`config.mk`:
```
export PLATFORM = sky130hd
export DESIGN_NAME = ring_buffer_deque_with_search
export DESIGN_NICKNAME = d
export VERILOG_FILES = /design/src/rtl/rbdq_pkg.sv /design/src/rtl/rbdq_ram.sv /design/src/rtl/rbdq_ctrl.sv /design/src/rtl/rbdq_dp.sv /design/src/rtl/ring_buffer_deque_with_search.sv
export VERILOG_INCLUDE_DIRS = /design/src /design/src/rtl
export SDC_FILE = /design/constraint.sdc
export NUM_CORES = 1
export LEC_CHECK = 0
export BUFFER_PORTS_ARGS = -buffer_cell sky130_fd_sc_hd__buf_2
export CAP_MARGIN = 10
export CORE_UTILIZATION = 50
export CTS_CLUSTER_DIAMETER = 60
export DETAILED_ROUTE_END_ITERATION = 12
export GPL_ROUTABILITY_DRIVEN = 0
export PLACE_DENSITY_LB_ADDON = 0.1
export SETUP_SLACK_MARGIN = 0.02
export SLEW_MARGIN = 10
export SYNTH_ARGS = -nofsm -noshare
export SYNTH_HDL_FRONTEND = slang
export SYNTH_HIERARCHICAL = 1
export SYNTH_SLANG_ARGS = --single-unit
```
`constraint.sdc`:
```
create_clock -name clock -period 4.93 [get_ports clock]
set_input_delay 0 -clock clock [delete_from_list [all_inputs] [get_ports clock]]
set_output_delay 0 -clock clock [all_outputs]
set_load 0.02 [all_outputs]
```
`src/rtl/ring_buffer_deque_with_search_assert.svh`:
```
// ----------------------------------------------------------------------------
// Assertion macros for the ring buffer deque
// Shared property forms, clocked on clock and disabled during reset.
// ----------------------------------------------------------------------------
`ifndef RING_BUFFER_DEQUE_WITH_SEARCH_ASSERT_SVH
`define RING_BUFFER_DEQUE_WITH_SEARCH_ASSERT_SVH

// same-cycle implication
`define RBDQ_ASSERT_IMPL(label, ante, cons) \
   label: assert property (@(posedge clock) disable iff (reset) (ante) |-> (cons)) \
      else $error("rbdq assertion failed");

// next-cycle implication
`define RBDQ_ASSERT_NEXT(label, ante, cons) \
   label: assert property (@(posedge clock) disable iff (reset) (ante) |=> (cons)) \
      else $error("rbdq assertion failed");

`endif

```
`src/rtl/rbdq_pkg.sv`:
```
// ----------------------------------------------------------------------------
// rbdq_pkg
// Types and constants shared by the ring buffer deque modules.
// ----------------------------------------------------------------------------
package rbdq_pkg;

   localparam int VALUE_W  = 16;
   localparam int OP_W     = 3;
   localparam int POS_W    = 6;
   localparam int STATUS_W = 2;
   localparam int COUNT_W  = 7;
   localparam int RSP_W    = 32;

   typedef enum logic [OP_W-1:0] {
      OP_PUSH_FRONT = 3'd0,
      OP_PUSH_BACK  = 3'd1,
      OP_POP_FRONT  = 3'd2,
      OP_POP_BACK   = 3'd3,
      OP_SEARCH     = 3'd4,
      OP_CLEAR      = 3'd5
   } op_type;

   typedef enum logic [STATUS_W-1:0] {
      ST_OK        = 2'd0,
      ST_UNDERFLOW = 2'd1,
      ST_OVERFLOW  = 2'd2
   } status_type;

   typedef enum logic [2:0] {
      S_IDLE,
      S_DECODE,
      S_POP,
      S_SEARCH,
      S_RESULT
   } state_type;

   typedef struct packed {
      logic capture;
      logic push;
      logic clear;
      logic set_under;
      logic set_over;
      logic pop_issue;
      logic pop_done;
      logic search_start;
      logic search_step;
      logic load_rsp;
   } cmd_type;

   typedef struct packed {
      op_type op;
      logic   empty;
      logic   full;
      logic   hit;
      logic   last;
      logic   rsp_free;
   } stat_type;

endpackage

```
`src/rtl/rbdq_ram.sv`:
```
// ----------------------------------------------------------------------------
// rbdq_ram
// Generic single-write, single-read RAM with registered read data.
// ----------------------------------------------------------------------------
module rbdq_ram #(
   parameter int WIDTH = 16,
   parameter int DEPTH = 64
) (
   input  logic                     clock,
   input  logic                     wr_en,
   input  logic [$clog2(DEPTH)-1:0] wr_addr,
   input  logic [WIDTH-1:0]         wr_data,
   input  logic                     rd_en,
   input  logic [$clog2(DEPTH)-1:0] rd_addr,
   output logic [WIDTH-1:0]         rd_data
);

   logic [WIDTH-1:0] mem [DEPTH];
   logic [WIDTH-1:0] rd_data_ff;

   always_ff @(posedge clock) begin
      if (wr_en) begin
         mem[wr_addr] <= wr_data;
      end
      if (rd_en) begin
         rd_data_ff <= mem[rd_addr];
      end
   end

   assign rd_data = rd_data_ff;

endmodule

```
`src/rtl/rbdq_ctrl.sv`:
```
// ----------------------------------------------------------------------------
// rbdq_ctrl
// Sequencer for the deque: decodes each request and steps the datapath.
// ----------------------------------------------------------------------------
module rbdq_ctrl (
   input  logic              clock,
   input  logic              reset,
   input  logic              req_tvalid,
   output logic              req_tready,
   input  rbdq_pkg::stat_type stat,
   output rbdq_pkg::cmd_type  cmd
);
   import rbdq_pkg::*;

   state_type state_ff;
   state_type state_in;

   always_ff @(posedge clock) begin
      if (reset) begin
         state_ff <= S_IDLE;
      end else begin
         state_ff <= state_in;
      end
   end

   always_comb begin
      state_in   = state_ff;
      cmd        = '0;
      req_tready = 1'b0;
      unique case (state_ff)
         S_IDLE: begin
            req_tready = 1'b1;
            if (req_tvalid) begin
               cmd.capture = 1'b1;
               state_in    = S_DECODE;
            end
         end
         S_DECODE: begin
            state_in = S_RESULT;
            unique case (stat.op)
               OP_PUSH_FRONT, OP_PUSH_BACK: begin
                  if (stat.full) begin
                     cmd.set_over = 1'b1;
                  end else begin
                     cmd.push = 1'b1;
                  end
               end
               OP_POP_FRONT, OP_POP_BACK: begin
                  if (stat.empty) begin
                     cmd.set_under = 1'b1;
                  end else begin
                     cmd.pop_issue = 1'b1;
                     state_in      = S_POP;
                  end
               end
               OP_SEARCH: begin
                  if (!stat.empty) begin
                     cmd.search_start = 1'b1;
                     state_in         = S_SEARCH;
                  end
               end
               OP_CLEAR: begin
                  cmd.clear = 1'b1;
               end
               default: begin
               end
            endcase
         end
         S_POP: begin
            cmd.pop_done = 1'b1;
            state_in     = S_RESULT;
         end
         S_SEARCH: begin
            cmd.search_step = 1'b1;
            if (stat.hit || stat.last) begin
               state_in = S_RESULT;
            end
         end
         S_RESULT: begin
            if (stat.rsp_free) begin
               cmd.load_rsp = 1'b1;
               state_in     = S_IDLE;
            end
         end
         default: begin
            state_in = S_IDLE;
         end
      endcase
   end

endmodule

```
`src/rtl/rbdq_dp.sv`:
```
// ----------------------------------------------------------------------------
// rbdq_dp
// Deque datapath: pointers, fill count, search scan and the result register.
// ----------------------------------------------------------------------------
module rbdq_dp #(
   parameter int DEPTH      = 64,
   parameter int DATA_WIDTH = 16
) (
   input  logic                          clock,
   input  logic                          reset,
   input  logic [rbdq_pkg::OP_W-1:0]     req_op,
   input  logic [rbdq_pkg::VALUE_W-1:0]  req_value,
   output logic                          rsp_tvalid,
   input  logic                          rsp_tready,
   output logic [rbdq_pkg::RSP_W-1:0]    rsp_tdata,
   input  rbdq_pkg::cmd_type             cmd_i,
   output rbdq_pkg::stat_type            stat
);
   import rbdq_pkg::*;

`include "ring_buffer_deque_with_search_assert.svh"

   localparam int AW = $clog2(DEPTH);
   localparam int FW = $clog2(DEPTH + 1);
   localparam logic [AW-1:0] LAST = AW'(DEPTH - 1);

   function automatic logic [AW-1:0] next_idx(input logic [AW-1:0] p);
      return (p == LAST) ? '0 : p + AW'(1);
   endfunction

   function automatic logic [AW-1:0] prev_idx(input logic [AW-1:0] p);
      return (p == '0) ? LAST : p - AW'(1);
   endfunction

   op_type                op_ff, op_in;
   logic [DATA_WIDTH-1:0] value_ff, value_in;
   logic [AW-1:0]         front_ff, front_in;
   logic [AW-1:0]         back_ff, back_in;
   logic [FW-1:0]         fill_ff, fill_in;
   logic [AW-1:0]         scan_ff, scan_in;
   logic [AW-1:0]         pos_ff, pos_in;
   logic [DATA_WIDTH-1:0] res_data_ff, res_data_in;
   logic                  res_found_ff, res_found_in;
   logic [AW-1:0]         res_pos_ff, res_pos_in;
   status_type            res_status_ff, res_status_in;
   logic                  rsp_valid_ff, rsp_valid_in;
   logic [RSP_W-1:0]      rsp_data_ff, rsp_data_in;

   logic                  wr_en;
   logic [AW-1:0]         wr_addr;
   logic                  rd_en;
   logic [AW-1:0]         rd_addr;
   logic [DATA_WIDTH-1:0] rd_data;
   logic                  hit;

   rbdq_ram #(
      .WIDTH (DATA_WIDTH),
      .DEPTH (DEPTH)
   ) u_store (
      .clock   (clock),
      .wr_en   (wr_en),
      .wr_addr (wr_addr),
      .wr_data (value_ff),
      .rd_en   (rd_en),
      .rd_addr (rd_addr),
      .rd_data (rd_data)
   );

   assign hit = (rd_data == value_ff);

   always_comb begin
      stat.op       = op_ff;
      stat.empty    = (fill_ff == '0);
      stat.full     = (fill_ff == FW'(DEPTH));
      stat.hit      = hit;
      stat.last     = ((FW'(pos_ff) + FW'(1)) == fill_ff);
      stat.rsp_free = !rsp_valid_ff || rsp_tready;
   end

   always_comb begin
      op_in         = op_ff;
      value_in      = value_ff;
      front_in      = front_ff;
      back_in       = back_ff;
      fill_in       = fill_ff;
      scan_in       = scan_ff;
      pos_in        = pos_ff;
      res_data_in   = res_data_ff;
      res_found_in  = res_found_ff;
      res_pos_in    = res_pos_ff;
      res_status_in = res_status_ff;
      rsp_valid_in  = rsp_valid_ff;
      rsp_data_in   = rsp_data_ff;
      wr_en         = 1'b0;
      wr_addr       = '0;
      rd_en         = 1'b0;
      rd_addr       = scan_ff;

      if (cmd_i.capture) begin
         op_in         = op_type'(req_op);
         value_in      = DATA_WIDTH'(req_value);
         res_data_in   = '0;
         res_found_in  = 1'b0;
         res_pos_in    = '0;
         res_status_in = ST_OK;
      end

      if (cmd_i.push) begin
         wr_en   = 1'b1;
         fill_in = fill_ff + FW'(1);
         if (fill_ff == '0) begin
            front_in = '0;
            back_in  = '0;
            wr_addr  = '0;
         end else if (op_ff == OP_PUSH_FRONT) begin
            front_in = prev_idx(front_ff);
            wr_addr  = prev_idx(front_ff);
         end else begin
            back_in = next_idx(back_ff);
            wr_addr = next_idx(back_ff);
         end
      end

      if (cmd_i.set_under) begin
         res_status_in = ST_UNDERFLOW;
      end
      if (cmd_i.set_over) begin
         res_status_in = ST_OVERFLOW;
      end

      if (cmd_i.clear) begin
         front_in = '0;
         back_in  = '0;
         fill_in  = '0;
      end

      if (cmd_i.pop_issue) begin
         rd_en   = 1'b1;
         rd_addr = (op_ff == OP_POP_FRONT) ? front_ff : back_ff;
      end

      if (cmd_i.pop_done) begin
         res_data_in = rd_data;
         fill_in     = fill_ff - FW'(1);
         if (op_ff == OP_POP_FRONT) begin
            front_in = next_idx(front_ff);
         end else begin
            back_in = prev_idx(back_ff);
         end
      end

      // scan keeps one read in flight: rd_data holds entry pos_ff from the front
      if (cmd_i.search_start) begin
         rd_en   = 1'b1;
         rd_addr = front_ff;
         scan_in = next_idx(front_ff);
         pos_in  = '0;
      end

      if (cmd_i.search_step) begin
         rd_en   = 1'b1;
         rd_addr = scan_ff;
         scan_in = next_idx(scan_ff);
         pos_in  = pos_ff + AW'(1);
         if (hit) begin
            res_found_in = 1'b1;
            res_pos_in   = pos_ff;
         end
      end

      if (cmd_i.load_rsp) begin
         rsp_valid_in = 1'b1;
         rsp_data_in  = {COUNT_W'(fill_ff), res_status_ff, POS_W'(res_pos_ff),
                         res_found_ff, VALUE_W'(res_data_ff)};
      end else if (rsp_tready) begin
         rsp_valid_in = 1'b0;
      end
   end

   always_ff @(posedge clock) begin
      if (reset) begin
         front_ff     <= '0;
         back_ff      <= '0;
         fill_ff      <= '0;
         rsp_valid_ff <= 1'b0;
      end else begin
         front_ff     <= front_in;
         back_ff      <= back_in;
         fill_ff      <= fill_in;
         rsp_valid_ff <= rsp_valid_in;
      end
   end

   always_ff @(posedge clock) begin
      op_ff         <= op_in;
      value_ff      <= value_in;
      scan_ff       <= scan_in;
      pos_ff        <= pos_in;
      res_data_ff   <= res_data_in;
      res_found_ff  <= res_found_in;
      res_pos_ff    <= res_pos_in;
      res_status_ff <= res_status_in;
      rsp_data_ff   <= rsp_data_in;
   end

   assign rsp_tvalid = rsp_valid_ff;
   assign rsp_tdata  = rsp_data_ff;

   `RBDQ_ASSERT_IMPL(a_fill_bound, 1'b1, fill_ff <= FW'(DEPTH))
   `RBDQ_ASSERT_NEXT(a_push_fill, cmd_i.push, fill_ff == $past(fill_ff) + FW'(1))
   `RBDQ_ASSERT_IMPL(a_hit_in_range, cmd_i.search_step && hit, FW'(pos_ff) < fill_ff)
   `RBDQ_ASSERT_IMPL(a_no_overwrite, cmd_i.load_rsp, !rsp_valid_ff || rsp_tready)

endmodule

```
`src/rtl/ring_buffer_deque_with_search.sv`:
```
// ----------------------------------------------------------------------------
// ring_buffer_deque_with_search
// Double-ended queue in a circular RAM with push, pop, search and clear.
// ----------------------------------------------------------------------------
// Usage:
//   req channel: one beat is one request; tuser carries the op code, tdata
//   the value to push or to search for.
//   rsp channel: one beat per request with popped data, search result,
//   status (underflow/overflow) and the element count after the request.
//   After a request is accepted, push, clear, no-op, a pop of an empty
//   queue and a search of an empty queue pass the decode and result
//   states; any other pop also passes the pop state, and any other search
//   scans 1 .. DEPTH entries in the search state, stopping at a hit or at
//   the last entry, with one RAM read per entry.
//   One request is in work at a time; req_tready rises again the cycle
//   after its result is loaded into the output register.
//   The output register holds a beat while rsp_tready is low; the next
//   request is still accepted and waits in its result state.
//   Reset empties the queue at once; RAM contents are not cleared.
// ----------------------------------------------------------------------------
module ring_buffer_deque_with_search #(
   parameter int DEPTH      = 64,
   parameter int DATA_WIDTH = 16
) (
   input  logic                         clock,
   input  logic                         reset,
   input  logic                         req_tvalid,
   output logic                         req_tready,
   input  logic [rbdq_pkg::VALUE_W-1:0] req_tdata,   // value
   input  logic [rbdq_pkg::OP_W-1:0]    req_tuser,   // op
   output logic                         rsp_tvalid,
   input  logic                         rsp_tready,
   output logic [rbdq_pkg::RSP_W-1:0]   rsp_tdata    // data, found, position, status, count
);
   import rbdq_pkg::*;

   cmd_type  cmd;
   stat_type stat;

   rbdq_ctrl u_ctrl (
      .clock      (clock),
      .reset      (reset),
      .req_tvalid (req_tvalid),
      .req_tready (req_tready),
      .stat       (stat),
      .cmd        (cmd)
   );

   rbdq_dp #(
      .DEPTH      (DEPTH),
      .DATA_WIDTH (DATA_WIDTH)
   ) u_dp (
      .clock      (clock),
      .reset      (reset),
      .req_op     (req_tuser),
      .req_value  (req_tdata),
      .rsp_tvalid (rsp_tvalid),
      .rsp_tready (rsp_tready),
      .rsp_tdata  (rsp_tdata),
      .cmd_i      (cmd),
      .stat       (stat)
   );

endmodule
```
Word-level counts from Yosys, hierarchy flattened
Memories as Yosys holds them, arrays and structs flattened. A register that Yosys moved wholly into a read port is not among the register bits.
Index checks and enable logic that the tools add are counted.
{ "totals": {"register_bits": 111, "latch_bits": 0, "mem_bits_rw": 1024, "mem_bits_ro": 0, "in_bits": 23, "output_inout_bits": 34, "word_cells": 133, "n_memories": 1} }
{ "classes": {"add_sub_neg": 9, "n_mul": 0, "div": 0, "order_cmp": 0, "eq_ne": 18, "n_shift": 0, "muxes": 75, "n_bitwise": 0, "n_reduce_logical": 16} }
{ "memory_table": {"columns": ["memory", "words", "width", "read_ports", "rd_clocked_by_memory_dff", "write_ports", "line_no", "source"], "rows": [
  ["u_dp.u_store.mem", 64, 16, 1, 1, 1, "rbdq_ram.sv:18", "logic [WIDTH-1:0] mem [DEPTH];"]
]} }
{ "op_table": {"columns": ["cell", "n"], "rows": [
  ["$mux 6", 31],
  ["$mux 16", 2],
  ["$mux 1", 29],
  ["$add 6x1->6 const B", 4],
  ["$mux 7", 3],
  ["$eq 6x6->1 const B", 3],
  ["$eq 16x16->1", 1],
  ["$mux 3", 5],
  ["$pmux 3 s5", 1],
  ["$eq 3x2->1 const B", 4],
  ["$logic_not 6->1", 2],
  ["$sub 6x1->6 const B", 2],
  ["$eq 3x3->1 const B", 3],
  ["$reduce_bool 2->1", 4],
  ["$add 6x1->7 const B", 1],
  ["$add 7x1->7 const B", 1],
  ["$eq 7x7->1", 1],
  ["$eq 7x7->1 const B", 1],
  ["$logic_not 7->1", 1],
  ["$sub 7x1->7 const B", 1],
  ["$eq 3x1->1 const B", 2],
  ["$logic_not 3->1", 2],
  ["$pmux 3 s2", 1],
  ["$mux 5", 1],
  ["other kinds (8)", 12]
]} }

Logic depth before layout (Yosys ltp)
{ "depth": {"word_depth": 8, "ltp_mapped": 23} }

By module
Netlist, hierarchy kept.
{ "by_module_without_submodules": {"columns": ["mod", "n_inst", "cells_each", "area_per_inst_um2"], "rows": [
  ["rbdq_ram", 1, 1829, 40202.3],
  ["rbdq_dp", 1, 484, 5368.9],
  ["rbdq_ctrl", 1, 41, 329.1]
]} }

Worst setup path before layout
No wires, ideal clock.
{ "synth_timing": {"path_kind": "register to register", "startpoint": "register u_dp.fill_ff[0]", "endpoint": "memory u_dp.u_store.mem[49][0], enable pin", "setup_ns": 0.409, "arrival_ns": 4.191, "required_ns": 4.521, "path_slack_ns": 0.330, "stages_incl_launch_ff": 14, "n_path_buf": 3, "period_less_slack_ns": 4.600, "cell_sequence": "dfxtp_1 -> clkbuf_1 -> inv_1 -> ha_1 -> nand2_1 -> nor3_1 -> and2_1 -> nor3b_1 -> buf_2 -> clkbuf_1 -> nand2_1 -> a311oi_1 -> nand4_1 -> nor3_1"} }
{ "synth_lines": {"columns": ["element", "line_no", "source"], "rows": [
  ["start, declared", "rbdq_dp.sv:39", "logic [FW-1:0] fill_ff, fill_in;"],
  ["start signal, assigned", "rbdq_dp.sv:189", "fill_ff <= fill_in;"],
  ["end, declared", "rbdq_ram.sv:18", null]
]} }

==> results.py <==
metrics = {
    "cts": {
        "htreeDepth": 3,
        "cts_buffers": 117,
        "clockBufferDepth": 3,
        "clk_latency_ns": 0.69,
        "tritoncts": "done",
        "ctsRootBufferMaster": "clkbuf_16",
        "clock_sinks": 1151,
        "clk_pin_slew_ns": 0.06,
    },
    "sta": {
        "finalHoldViolCount": 0,
        "rsz0062_at_grt": "no",
        "fin_skew_ns": 0.0208,
        "finalCriticalPeriod_ns": 4.61,
        "tns_ns": 0,
        "setup_viol": 0,
        "slew_violations": 0,
        "setup_ws_ns": 0.324,
        "finalCritPeriodShare_pct": 93.4,
        "clock.fmax_mhz": 217,
        "tightestPinTransition_ns": 0.965,
        "relSlewSlack_pct": 35.7,
    },
    "power": {
        "clkPwrFrac_pct": 43.2,
        "peakVddDrop_mv": 0.308,
        "switching_share_pct": 20.7,
        "p_int_mw": 16.3,
        "pwr-share-seq_pct": 53.1,
        "power_density_nw_per_um2": 391,
        "total_leakage_power_nw": 17.1,
        "power.net_switching_mw": 4.24,
        "p_comb_share_pct": 3.7,
    },
    "global_routing": {
        "grt_pass1_wl_microns": 165000,
        "antenna_found_initial": 2,
        "grt_max_degree": 66,
        "overflow": 0,
        "grt_pass1_vias": 23700,
        "grt_usage_pct": 24.5,
    },
    "routing": {
        "vias_per_cell": 6.12,
        "drt_iter0_drc": 2634,
        "routed_wl_microns": 113000,
        "drcViolationCount": 0,
        "ant_nets": 0,
        "num_vias": 23700,
        "dr.pass1.iters": 8,
        "wire_per_inst_microns": 29.1,
    },
    "critical_path": {
        "path_delay_family": "simple AND/OR/NAND/NOR gates",
        "crit_chain": "inv_1, ha_1, nor3b_2, nand2_1, inv_2, nor2_1, nand3_1, inv_1, nor2b_2, a22oi_1, o21ai_4, buf_12, buf_16, buf_4, mux4_2, mux2_2, nand2_1, nand4_1, and4_1",
        "timing.rr.end": "u_dp/u_store/rd_data[14]",
        "end_kind": "register",
        "crit_arrival_ns": 5.05,
        "reg2reg_from": "u_dp/fill_ff[0]",
        "r2r_slack_ns": 0.32,
        "worst_setup_path_start_kind": "register",
        "crit_type": "reg -> reg",
        "slowest_delay_ns": 0.55,
        "path_max_fanout": 39,
        "cp.required_ns": 5.38,
        "rr_worst_depth": 19,
        "critPathSlowestCell": "mux4_2",
        "critPathBufInv": 6,
    },
    "synth": {
        "synth_cells": 2354,
        "synth_top_family_by_area": "multiplexers",
        "synth_edf_count": 1119,
        "synthXorXnorAreaFrac_pct": 0.763,
        "post-synth-top-count-cell": "edfxtp_1",
        "syn_avg_cell_area_sq_um": 19.5,
        "yosys.area_share.adder_pct": 0.273,
        "yosys-top-cells-area": "edfxtp_1 (73%), mux4_2 (11%), mux2i_1 (1.9%), dfxtp_1 (1.4%), nor2_1 (0.87%)",
        "netlist_area_sq_um": 45900,
        "synth_ff_type": "edfxtp_1",
        "synth.net_count": 2387,
        "synth.top_cells.by_count": "edfxtp_1 (1119), mux4_2 (220), nor2_1 (106), nand2_1 (91), mux2i_1 (86)",
        "muxShareOfSynthArea_pct": 13.8,
        "yosys.area.top_type_share_pct": 73.2,
        "ys_seq_elements": 1151,
        "synth_compound_area_share_pct": 3.76,
        "synthSimpleGateAreaFrac_pct": 4.67,
        "synthArstFlopShare_pct": 0,
        "ys.warnings.count": 6,
        "synth.distinct_cells": 83,
        "yosysSeqAreaShare_pct": 74.6,
        "synth_top_area_cell": "edfxtp_1",
    },
    "status": {
        "status": "complete, no violations",
    },
    "finish": {
        "seq_area_sq_um": 34200,
        "drive_above_1_share_pct": 26.0,
        "multi_input_area_sq_um": 10800,
        "final_nets": 2633,
        "area_growth_pct": 14.5,
        "n_antenna_cell": 0,
        "final_cell_area_sq_um": 52500,
        "n_fill_cell": 6601,
        "fin_util_pct": 58.1,
    },
    "die": {
        "dieHeight_microns": 305,
        "rows": 110,
        "die_area_sq_um": 93000,
        "coreArea_sq_um": 90400,
        "io_pins": 57,
        "start_util_pct": 50.8,
        "dieWidth_microns": 305,
    },
    "min_path": {
        "holdPathStages": 2,
        "hold_start": "req_tuser[1]",
        "hold_class": "in -> reg",
        "hold-path-endpoint": "u_dp/op_ff[1]",
    },
    "placed_design": {
        "numPortBuffers": 56,
        "pre_cts_ws_ns": 0.0361,
        "dp_hpwl_microns": 69600,
        "placed_area_sq_um": 48300,
    },
    "job": {
        "max-cap-violations": 0,
    },
}
through the flow:
| step | hold slack, ns | cells | power [mW] |
|---|---|---|---|
| floorplan | 0.0679 | 2354 | 11.5 |
| global placement | 0.178 | 3620 | 11.8 |
| detailed placement | 0.179 | 3620 | 11.9 |
| CTS | 0.000686 | 3870 | 20.7 |
| global route | 0.0156 | 3874 | 21.1 |
| finish | 0.0348 | 3874 | 20.5 |
metal layers:
metal  up-vias  GRT usage (%)  part of all wire (%)
li1      10200              -                     -
met2       892           40.9                    50
met5         -              0                     0
met4         0           6.62                   2.4
met1     12500           34.1                    42
met3       173           3.14                   5.6
sequential cells by signal, summed over array words and instances (netlist names), 6 cells and up:
name / cells
u_dp/back_ff: 6
u_dp/scan_ff: 6
u_dp/res_data_ff: 16
u_dp/value_ff: 16
u_dp/res_pos_ff: 6
u_dp/u_store/mem: 1024
u_dp/pos_ff: 6
u_dp/rsp_tdata: 32
u_dp/front_ff: 6
u_dp/fill_ff: 7
u_dp/u_store/rd_data: 16
kinds of logic (layout without fill, tap and decap cells):
| family | Yosys count | count (layout) |
|---|---|---|
| flops | 1151 | 1151 |
| fa+ha+maj | 10 | 10 |
| compound gates | 239 | 239 |
| mux | 346 | 346 |
| simple gates | 413 | 413 |
| xor+xnor | 40 | 40 |
| buf+inv | 155 | 499 |
cell type report:
cell class / instances / area share [%]
well taps: 1176 / 2.80
inverters: 17 / 0.121
multi-input cells: 1048 / 20.5
flip-flops and latches: 1151 / 65.2
clock buffers: 140 / 5.84
repair buffers: 265 / 4.05
clock inverters: 77 / 1.51
power by group through the flow:
stage                     Clock (mW)  Sequential [mW]  Combinational [mW]
after CTS                       9.03             10.9               0.761
after global placement             0             11.1               0.721
after global routing            9.39             10.9               0.805
after floorplan                    0             11.2               0.319
final                           8.88             10.9               0.757
after detailed placement           0             11.1               0.741
cells in the final DEF, fill, tap and decap left out, types with 13 or more instances in the layout:
master         count
dfxtp_1           32
clkinv_2          22
nand3_1           46
buf_4            159
nand4_1           18
dlygate4sd3_1     33
a22oi_1           42
inv_1             15
mux2i_1           86
buf_12            13
nor2b_1           41
a221oi_1          15
edfxtp_1        1119
clkbuf_1          20
clkinv_1          23
mux2_2            30
a31oi_1           14
nand2_1           91
nor3_1            18
nor2_1           105
buf_2             56
and2_1            24
xnor2_1           29
bufinv_16         15
clkbuf_16        119
o21ai_0           25
mux4_2           220
a21oi_1           40
timing repair:
item,CTS,global route
setup buffers,0,4
setup endpoints to repair,0,15
hold endpoints to repair,54,0
hold buffers,33,0
resized for setup,0,8
worst max-delay path by stage:
| stage | from | to | slack [ns] | depth (start not counted) |
|---|---|---|---|---|
| floorplan | u_dp/fill_ff[0] | u_dp/u_store/mem[49][0] | 0.33 | 13 |
| CTS | u_dp/fill_ff[0] | u_dp/u_store/rd_data[0] | 0.03 | 16 |
| detailed placement | u_dp/fill_ff[0] | u_dp/u_store/rd_data[0] | 0.04 | 16 |
| finish | u_dp/fill_ff[0] | u_dp/u_store/rd_data[14] | 0.32 | 19 |
| global placement | u_dp/fill_ff[0] | u_dp/u_store/rd_data[0] | 0.13 | 17 |
| global route | u_dp/fill_ff[0] | u_dp/u_store/rd_data[14] | 0.02 | 19 |
Note: power is estimated with default switching activity, not from simulation.
